File: config.mk
export PLATFORM = sky130hd
export DESIGN_NAME = magnetic_encoder_spi_reader
export DESIGN_NICKNAME = d
export VERILOG_FILES = /design/src/hw/rtl/mer_pkg.sv /design/src/hw/rtl/magnetic_encoder_spi_reader.sv /design/src/hw/rtl/mer_seq.sv
export SDC_FILE = /design/constraint.sdc
export NUM_CORES = 1
export LEC_CHECK = 0
export BUFFER_PORTS_ARGS = -buffer_cell sky130_fd_sc_hd__buf_2
export CAP_MARGIN = 15
export CORE_ASPECT_RATIO = 1.4
export CORE_MARGIN = 1
export CORE_UTILIZATION = 39
export DETAILED_ROUTE_END_ITERATION = 12
export RECOVER_POWER = 25
export SLEW_MARGIN = 5
export SYNTH_ARGS = -nofsm -noshare
export SYNTH_HDL_FRONTEND = slang
export SYNTH_SLANG_ARGS = --single-unit
File: constraint.sdc
create_clock -name clk -period 3.29 [get_ports clk]
set_clock_uncertainty 0.05 [all_clocks]
set_input_delay 0.658 -clock clk [delete_from_list [all_inputs] [get_ports clk]]
set_output_delay 0.658 -clock clk [all_outputs]
set_load 0.1 [all_outputs]
File: src/hw/rtl/mer_pkg.sv
// Shared types, constants and the command builder for the encoder SPI reader.
package mer_pkg;

    localparam int unsigned FRAME_BITS = 16;
    localparam int unsigned BIT_IDX_W  = $clog2(FRAME_BITS);

    localparam logic [15:0] CMD_READ_BIT   = 16'h4000;
    localparam logic [13:0] ANGLE_ADDR     = 14'h3FFF;
    localparam logic [15:0] CMD_PARITY_BIT = 16'h8000;
    localparam logic [15:0] FAST_COMMAND   = 16'hFFFF;
    localparam logic [15:0] ANGLE_ERR_WORD = 16'hFFFF;
    localparam logic [13:0] ANGLE_MASK     = 14'h3FFF;
    localparam int unsigned ERR_BIT        = 14;

    localparam logic [7:0] NORMAL_LEAD_RST  = 8'd200;
    localparam logic [7:0] FAST_LEAD_RST    = 8'd5;
    localparam logic [7:0] NORMAL_PHASE_RST = 8'd5;
    localparam logic [7:0] FAST_PHASE_RST   = 8'd3;

    localparam int unsigned APB_ADDR_W = 4;
    localparam int unsigned APB_DATA_W = 32;

    typedef enum logic [1:0] {
        REG_NORMAL_LEAD  = 2'd0,
        REG_FAST_LEAD    = 2'd1,
        REG_NORMAL_PHASE = 2'd2,
        REG_FAST_PHASE   = 2'd3
    } reg_idx_t;

    typedef enum logic [1:0] {
        MODE_REG_READ   = 2'd0,
        MODE_ANGLE_READ = 2'd1,
        MODE_FAST_ANGLE = 2'd2,
        MODE_UNUSED     = 2'd3
    } req_mode_t;

    typedef enum logic [2:0] {
        PH_IDLE  = 3'd0,
        PH_LEAD  = 3'd1,
        PH_SETUP = 3'd2,
        PH_HIGH  = 3'd3,
        PH_LOW   = 3'd4,
        PH_GAP   = 3'd5,
        PH_DONE  = 3'd6
    } phase_t;

    typedef struct packed {
        logic        start_req;
        logic [1:0]  mode;
        logic [13:0] address;
        logic        miso;
    } in_item_t;

    typedef struct packed {
        logic        select_n;
        logic        serial_clock;
        logic        mosi;
        logic        busy_res;
        logic        done_res;
        logic [15:0] read_data;
        logic        angle_error;
    } out_item_t;

    typedef struct packed {
        logic [7:0] normal_lead_ticks;
        logic [7:0] fast_lead_ticks;
        logic [7:0] normal_phase_ticks;
        logic [7:0] fast_phase_ticks;
    } cfg_t;

    // Read command with bit 15 chosen so that the whole word has even parity.
    function automatic logic [15:0] make_command(input logic [13:0] addr);
        logic [15:0] cmd;
        cmd = CMD_READ_BIT | {2'b00, addr};
        if (^cmd[14:0])
        begin
            cmd = cmd | CMD_PARITY_BIT;
        end
        return cmd;
    endfunction

    // A phase of n ticks reloads the down counter with n - 1; zero acts as one.
    function automatic logic [7:0] span(input logic [7:0] n);
        return (n == 8'd0) ? 8'd0 : n - 8'd1;
    endfunction

endpackage

File: src/hw/rtl/magnetic_encoder_spi_reader.sv
// Top level of the encoder SPI reader: timing registers, sequencer and result register.
//
// Each input beat on in_valid/in_ready is one timing tick of a 16-bit mode 1
// SPI master. A beat carries a start request, the request mode, the register
// address and the MISO level seen on that tick. Every accepted beat yields
// exactly one result beat on out_valid/out_ready: the select, clock and MOSI
// pin levels after that tick, busy and done flags, and the last read result.
// Each result beat is registered and appears in the cycle after its input beat,
// and a new beat is accepted every cycle, limited only by the single result register.
// When the receiver stalls, the result register holds its beat and in_ready
// drops until that beat is taken; beats are never lost or repeated.
// The frame sequencer state only advances on accepted beats.
// The four timing registers sit on an APB port at byte addresses 0, 4, 8
// and 12 (normal lead, fast lead, normal phase, fast phase ticks) and
// should be written only while the block is idle.
// Reset returns the sequencer to idle, clears the last result and loads the
// timing registers with 200, 5, 5 and 3 ticks.
module magnetic_encoder_spi_reader (
    input  logic                               clk,
    input  logic                               rst_n,
    input  logic                               in_valid,
    output logic                               in_ready,
    input  mer_pkg::in_item_t                  in_data,
    output logic                               out_valid,
    input  logic                               out_ready,
    output mer_pkg::out_item_t                 out_data,
    input  logic                               psel,
    input  logic                               penable,
    input  logic                               pwrite,
    input  logic [mer_pkg::APB_ADDR_W-1:0]     paddr,
    input  logic [mer_pkg::APB_DATA_W-1:0]     pwdata,
    output logic [mer_pkg::APB_DATA_W-1:0]     prdata,
    output logic                               pready
);
    import mer_pkg::*;

    cfg_t      cfg_reg;
    out_item_t result;
    out_item_t out_data_reg;
    logic      out_valid_reg;
    logic      in_fire;
    logic      cfg_write;
    reg_idx_t  reg_idx;

    assign pready    = 1'b1;
    assign reg_idx   = reg_idx_t'(paddr[3:2]);
    assign cfg_write = psel && penable && pwrite && pready;

    always_ff @(posedge clk or negedge rst_n)
    begin
        if (!rst_n)
        begin
            cfg_reg.normal_lead_ticks  <= NORMAL_LEAD_RST;
            cfg_reg.fast_lead_ticks    <= FAST_LEAD_RST;
            cfg_reg.normal_phase_ticks <= NORMAL_PHASE_RST;
            cfg_reg.fast_phase_ticks   <= FAST_PHASE_RST;
        end
        else if (cfg_write)
        begin
            case (reg_idx)
                REG_NORMAL_LEAD:  cfg_reg.normal_lead_ticks  <= pwdata[7:0];
                REG_FAST_LEAD:    cfg_reg.fast_lead_ticks    <= pwdata[7:0];
                REG_NORMAL_PHASE: cfg_reg.normal_phase_ticks <= pwdata[7:0];
                REG_FAST_PHASE:   cfg_reg.fast_phase_ticks   <= pwdata[7:0];
                default:          cfg_reg                    <= cfg_reg;
            endcase
        end
    end

    always_comb
    begin
        case (reg_idx)
            REG_NORMAL_LEAD:  prdata = {24'd0, cfg_reg.normal_lead_ticks};
            REG_FAST_LEAD:    prdata = {24'd0, cfg_reg.fast_lead_ticks};
            REG_NORMAL_PHASE: prdata = {24'd0, cfg_reg.normal_phase_ticks};
            REG_FAST_PHASE:   prdata = {24'd0, cfg_reg.fast_phase_ticks};
            default:          prdata = '0;
        endcase
    end

    // The result register frees itself in the same cycle its beat is taken.
    assign in_ready = !out_valid_reg || out_ready;
    assign in_fire  = in_valid && in_ready;

    mer_seq u_seq (
        .clk     (clk),
        .rst_n   (rst_n),
        .advance (in_fire),
        .item    (in_data),
        .cfg     (cfg_reg),
        .result  (result)
    );

    always_ff @(posedge clk or negedge rst_n)
    begin
        if (!rst_n)
        begin
            out_valid_reg <= 1'b0;
        end
        else if (in_ready)
        begin
            out_valid_reg <= in_valid;
        end
    end

    always_ff @(posedge clk)
    begin
        if (in_fire)
        begin
            out_data_reg <= result;
        end
    end

    assign out_valid = out_valid_reg;
    assign out_data  = out_data_reg;

endmodule

File: src/hw/rtl/mer_seq.sv
// Pin-level sequencer: advances the SPI frame state by one tick per accepted beat.
module mer_seq (
    input  logic              clk,
    input  logic              rst_n,
    input  logic              advance,
    input  mer_pkg::in_item_t item,
    input  mer_pkg::cfg_t     cfg,
    output mer_pkg::out_item_t result
);
    import mer_pkg::*;

    phase_t               phase_reg,  phase_next;
    logic [7:0]           tick_reg,   tick_next;
    logic [BIT_IDX_W-1:0] bit_reg,    bit_next;
    logic                 frame_reg,  frame_next;
    logic [15:0]          cmd_reg,    cmd_next;
    logic [15:0]          resp_reg,   resp_next;
    logic [1:0]           mode_reg,   mode_next;
    logic [15:0]          result_reg, result_next;

    logic fast;
    logic fast_next;
    logic sel;

    assign fast = (mode_reg == MODE_FAST_ANGLE);

    always_comb
    begin
        phase_next  = phase_reg;
        tick_next   = tick_reg;
        bit_next    = bit_reg;
        frame_next  = frame_reg;
        cmd_next    = cmd_reg;
        resp_next   = resp_reg;
        mode_next   = mode_reg;
        result_next = result_reg;
        fast_next   = fast;

        case (phase_reg)
            PH_LEAD, PH_SETUP, PH_HIGH, PH_LOW, PH_GAP:
            begin
                if (tick_reg != 8'd0)
                begin
                    tick_next = tick_reg - 8'd1;
                end
                else
                begin
                    case (phase_reg)
                        PH_LEAD:
                        begin
                            if (fast)
                            begin
                                phase_next = PH_HIGH;
                                tick_next  = span(cfg.fast_phase_ticks);
                            end
                            else
                            begin
                                phase_next = PH_SETUP;
                                tick_next  = span(cfg.normal_phase_ticks);
                            end
                        end
                        PH_SETUP:
                        begin
                            phase_next = PH_HIGH;
                            tick_next  = span(cfg.normal_phase_ticks);
                        end
                        PH_HIGH:
                        begin
                            phase_next = PH_LOW;
                            if (fast)
                            begin
                                resp_next = {resp_reg[14:0], item.miso};
                                tick_next = span(cfg.fast_phase_ticks);
                            end
                            else
                            begin
                                tick_next = span(cfg.normal_phase_ticks);
                            end
                        end
                        PH_LOW:
                        begin
                            if (!fast)
                            begin
                                resp_next = {resp_reg[14:0], item.miso};
                            end
                            if (bit_reg != '0)
                            begin
                                bit_next = bit_reg - 1'b1;
                                if (fast)
                                begin
                                    phase_next = PH_HIGH;
                                    tick_next  = span(cfg.fast_phase_ticks);
                                end
                                else
                                begin
                                    phase_next = PH_SETUP;
                                    tick_next  = span(cfg.normal_phase_ticks);
                                end
                            end
                            else if (!fast && !frame_reg)
                            begin
                                frame_next = 1'b1;
                                phase_next = PH_GAP;
                                tick_next  = 8'd0;
                            end
                            else
                            begin
                                if (mode_reg == MODE_REG_READ)
                                begin
                                    result_next = resp_next;
                                end
                                else if (mode_reg == MODE_ANGLE_READ && resp_next[ERR_BIT])
                                begin
                                    result_next = ANGLE_ERR_WORD;
                                end
                                else
                                begin
                                    result_next = {2'b00, resp_next[13:0] & ANGLE_MASK};
                                end
                                phase_next = PH_DONE;
                                tick_next  = 8'd0;
                            end
                        end
                        default:
                        begin
                            // Gap between the two frames: start the second frame.
                            resp_next  = '0;
                            bit_next   = BIT_IDX_W'(FRAME_BITS - 1);
                            phase_next = PH_LEAD;
                            tick_next  = span(cfg.normal_lead_ticks);
                        end
                    endcase
                end
            end
            default:
            begin
                phase_next = PH_IDLE;
                if (item.start_req && item.mode != MODE_UNUSED)
                begin
                    mode_next  = item.mode;
                    fast_next  = (item.mode == MODE_FAST_ANGLE);
                    cmd_next   = fast_next ? FAST_COMMAND :
                                 make_command((item.mode == MODE_ANGLE_READ) ?
                                              ANGLE_ADDR : item.address);
                    frame_next = 1'b0;
                    resp_next  = '0;
                    bit_next   = BIT_IDX_W'(FRAME_BITS - 1);
                    phase_next = PH_LEAD;
                    tick_next  = fast_next ? span(cfg.fast_lead_ticks)
                                           : span(cfg.normal_lead_ticks);
                end
            end
        endcase
    end

    // Pins as driven after this tick's update.
    assign sel = (phase_next == PH_LEAD) || (phase_next == PH_SETUP) ||
                 (phase_next == PH_HIGH) || (phase_next == PH_LOW);

    always_comb
    begin
        result.select_n     = !sel;
        result.serial_clock = (phase_next == PH_HIGH);
        result.mosi         = ((phase_next == PH_SETUP) || (phase_next == PH_HIGH) ||
                               (phase_next == PH_LOW)) && cmd_next[bit_next];
        result.busy_res     = (phase_next != PH_IDLE) && (phase_next != PH_DONE);
        result.done_res     = (phase_next == PH_DONE);
        result.read_data    = result_next;
        result.angle_error  = (mode_next == MODE_ANGLE_READ) &&
                              (result_next == ANGLE_ERR_WORD);
    end

    always_ff @(posedge clk or negedge rst_n)
    begin
        if (!rst_n)
        begin
            phase_reg  <= PH_IDLE;
            tick_reg   <= '0;
            bit_reg    <= '0;
            frame_reg  <= 1'b0;
            cmd_reg    <= '0;
            resp_reg   <= '0;
            mode_reg   <= '0;
            result_reg <= '0;
        end
        else if (advance)
        begin
            phase_reg  <= phase_next;
            tick_reg   <= tick_next;
            bit_reg    <= bit_next;
            frame_reg  <= frame_next;
            cmd_reg    <= cmd_next;
            resp_reg   <= resp_next;
            mode_reg   <= mode_next;
            result_reg <= result_next;
        end
    end

endmodule

==> flow_summary.json <==
{
  "status": "complete, but fails checks",
  "violations": "capacitance limit, slew limit",
  "core.rowCount": 57,
  "gr-total-overflow": 0,
  "end_kind": "flip-flop",
  "fin_crit_sh": 0.9580,
  "hpwlAfterDp_mm": 12.53,
  "layout_common_cells": "nand2_1, dfrtp_1, nor2_1",
  "clk_latency_ns": 0.42,
  "critical-path-top-delay-family": "compound AO/OA/AOI/OAI gates",
  "synth-edff-count": 22,
  "synth_top_area_frac": 0.3176,
  "setup-violations-final": 0,
  "grt_use_total": 0.1992,
  "synth_mux_area_frac": 0.09884,
  "avgRoutedWirePerCell_um": 15.67,
  "globalplace.congestion": 0.8962,
  "initial_core_util": 0.4014,
  "design_area_um2": 8655,
  "ys_types": 64,
  "drtAntennaViolNets": 0,
  "synthAdderAreaFrac": 0.01427,
  "wirelength_mm": 17.31,
  "io_buffers": 66,
  "ir_drop_uv": 395.7,
  "die_h_um": 160.7,
  "maxCapViolations": 1,
  "dp_slack_ns": -0.1000,
  "io_pins": 118,
  "cp.required_ns": 3.41,
  "max_stage_delay_ns": 0.46,
  "yosysSeqAreaShare": 0.4455,
  "final_common_cell": "nand2_1",
  "final_layout_size_suffix_gt1_frac": 0.2647,
  "power_per_cell_area_nw_per_um2": 817.4,
  "power_leakage_nw": 3.735,
  "first_global_vias": 5694,
  "clk_path_buf_depth": 2,
  "synthFlopType": "dfrtp_1",
  "yosys_warnings": 0,
  "grt_pass1_wl_mm": 28.33,
  "path_class": "reg2reg",
  "critical_path_depth": 11,
  "synthTopCellsByArea": "dfrtp_1, edfxtp_1, nand2_1",
  "num_vias": 5825,
  "antenna_found_initial": 0,
  "drc_errors": 0,
  "finalMaxSlewViolations": 45,
  "hold_depth": 2,
  "async_flop_share": 0.8167,
  "multi_input_area_um2": 3684,
  "fp.dieW_um": 115.3,
  "synthCells": 745,
  "critPathSlowestCell": "or4b_4",
  "core_um2": 17470,
  "drtIter0Drc": 194,
  "path_cells": "inv_2 > ha_4 > or4b_4 > buf_4 > nor4_2 > o32ai_2 > a32oi_4 > nor2b_1 > a2111oi_1 > a211oi_1 > o211a_1",
  "finalHoldViolCount": 0,
  "cts.sinks": 120,
  "rsz0062_at_grt": "no",
  "yosysTopAreaCell": "dfrtp_1",
  "synth.avg_cell_area_um2": 9.413,
  "tightest_slew_ns": 2.632,
  "synth_top_family_by_area": "simple AND/OR/NAND/NOR gates",
  "period_needed_ns": 3.152,
  "synthSimpleGateAreaFrac": 0.1913,
  "fill_cells": 1675,
  "cts_hold_buffers": 0,
  "viasPerCell": 5.271,
  "fin_ws_ns": 0.1383,
  "cts_tree": "built",
  "first_pass_iters": 5,
  "worstPathArrival_ns": 3.27,
  "relSlewSlack": -0.7547,
  "syn2layout_area_growth_pct": 23.41,
  "synth_compound_area_frac": 0.1558,
  "cts-root-buf": "clkbuf_16",
  "synth-seq-cells": 120,
  "grt_max_degree": 55,
  "cts.clk_slew.worst_paths_ns": 0.06,
  "r2r_cells": 11,
  "ff_latch_area_um2": 3124,
  "die_area_um2": 18530,
  "synthXorXnorAreaFrac": 0.03872,
  "htree_levels": 4,
  "max_freq_mhz": 317.3,
  "syn_area_um2": 7013,
  "hp-class": "in2reg",
  "antenna_cells": 0,
  "path_max_fanout": 8,
  "postPlaceCellArea_um2": 7851,
  "cp_num_buf_inv": 2,
  "nets": 925,
  "cts_buffers": 17,
  "largest_reg_flops": 32,
  "cp-start-kind": "flip-flop"
}
## where the power goes
| part | switching (W) | total (W) | internal (W) |
|---|---|---|---|
| Sequential | 0.000325 | 0.00220 | 0.00187 |
| Clock | 0.000668 | 0.00203 | 0.00136 |
| Combinational | 0.00181 | 0.00285 | 0.00103 |
## layer usage
metal / vias to the layer above / global-route usage / share of wire / wire length (µm)
met4: 0 / 0.08619 / 0.025 / 433
met5: - / 0 / 0 / 0
met3: 32 / 0.03698 / 0.028 / 487
li1: 2872 / - / - / -
met2: 123 / 0.3590 / 0.54 / 9285
met1: 2798 / 0.2251 / 0.41 / 7107
## stage by stage
step	total power (W)	TNS, ns	utilization	std cells	hold slack, ns
4_1_cts	0.007062	-0.008804	0.4867	1097	0.2218
6_report	0.007074	0	0.4953	1105	0.3988
5_1_grt	0.007512	0	0.4953	1105	0.4142
2_1_floorplan	0.004235	0	-	768	0.3124
3_3_place_gp	0.004959	-0.07891	0.4493	1065	0.4012
3_5_place_dp	0.004987	-0.1000	0.4493	1065	0.4026
## cell usage after synthesis (4+ instances only)
cell / count
nand2_1: 125
dfrtp_1: 89
nor2_1: 74
o21ai_0: 51
mux2_2: 34
clkbuf_1: 30
buf_4: 25
a21oi_1: 24
xnor2_1: 24
edfxtp_1: 22
a22o_1: 17
inv_1: 16
nor3_1: 16
mux2i_1: 13
o22ai_1: 12
nand3_1: 11
a41oi_1: 10
nand2b_1: 10
dfstp_2: 9
ha_1: 8
mux4_2: 8
nor4_1: 8
a211oi_1: 7
nor2b_1: 7
nor3b_1: 7
xor2_1: 7
nand3b_1: 6
a211o_1: 5
a31oi_1: 5
o221ai_1: 5
or3_1: 5
and2_1: 4
nand4_1: 4
## repair_timing
item / 4_1_cts / 5_1_grt
buffers inserted: 0 / 7
pin swaps: 3 / 5
gates resized for setup: 3 / 15
cloned: 0 / 1
setup endpoints to repair: 2 / 2
## logic make-up after synthesis
| kind of cell | Yosys count |
|---|---|
| flip-flops | 120 |
| AND/OR/NAND/NOR | 290 |
| adder cells (fa/ha/maj) | 8 |
| multiplexers | 55 |
| XOR/XNOR | 31 |
| other | 2 |
| AO/OA/AOI/OAI | 163 |
| buffers and inverters | 76 |
## final timing paths
kind / startpoint / end / slack, ns
worst max-delay path: u_seq.tick_reg[0] / out_data[19] / 0.14
worst max register to register: u_seq.tick_reg[0] / out_data[19] / 0.14
min in group asynchronous: rst_n / u_seq.cmd_reg[11] / 1.01
worst min-delay path: in_valid / out_valid / 0.40
worst min register to register: u_seq.cmd_reg[14] / u_seq.cmd_reg[14] / 0.43
max in group asynchronous: rst_n / u_seq.result_reg[3] / 0.67
## final cells by class
cell class,count,area share
tap,236,0.03412
timing repair buffer,129,0.09802
clock inverter,13,0.02313
inverter,16,0.006939
sequential,120,0.3610
multi-input combinational,572,0.4256
clock buffer,19,0.05118
(Power assumes the default switching activity.)
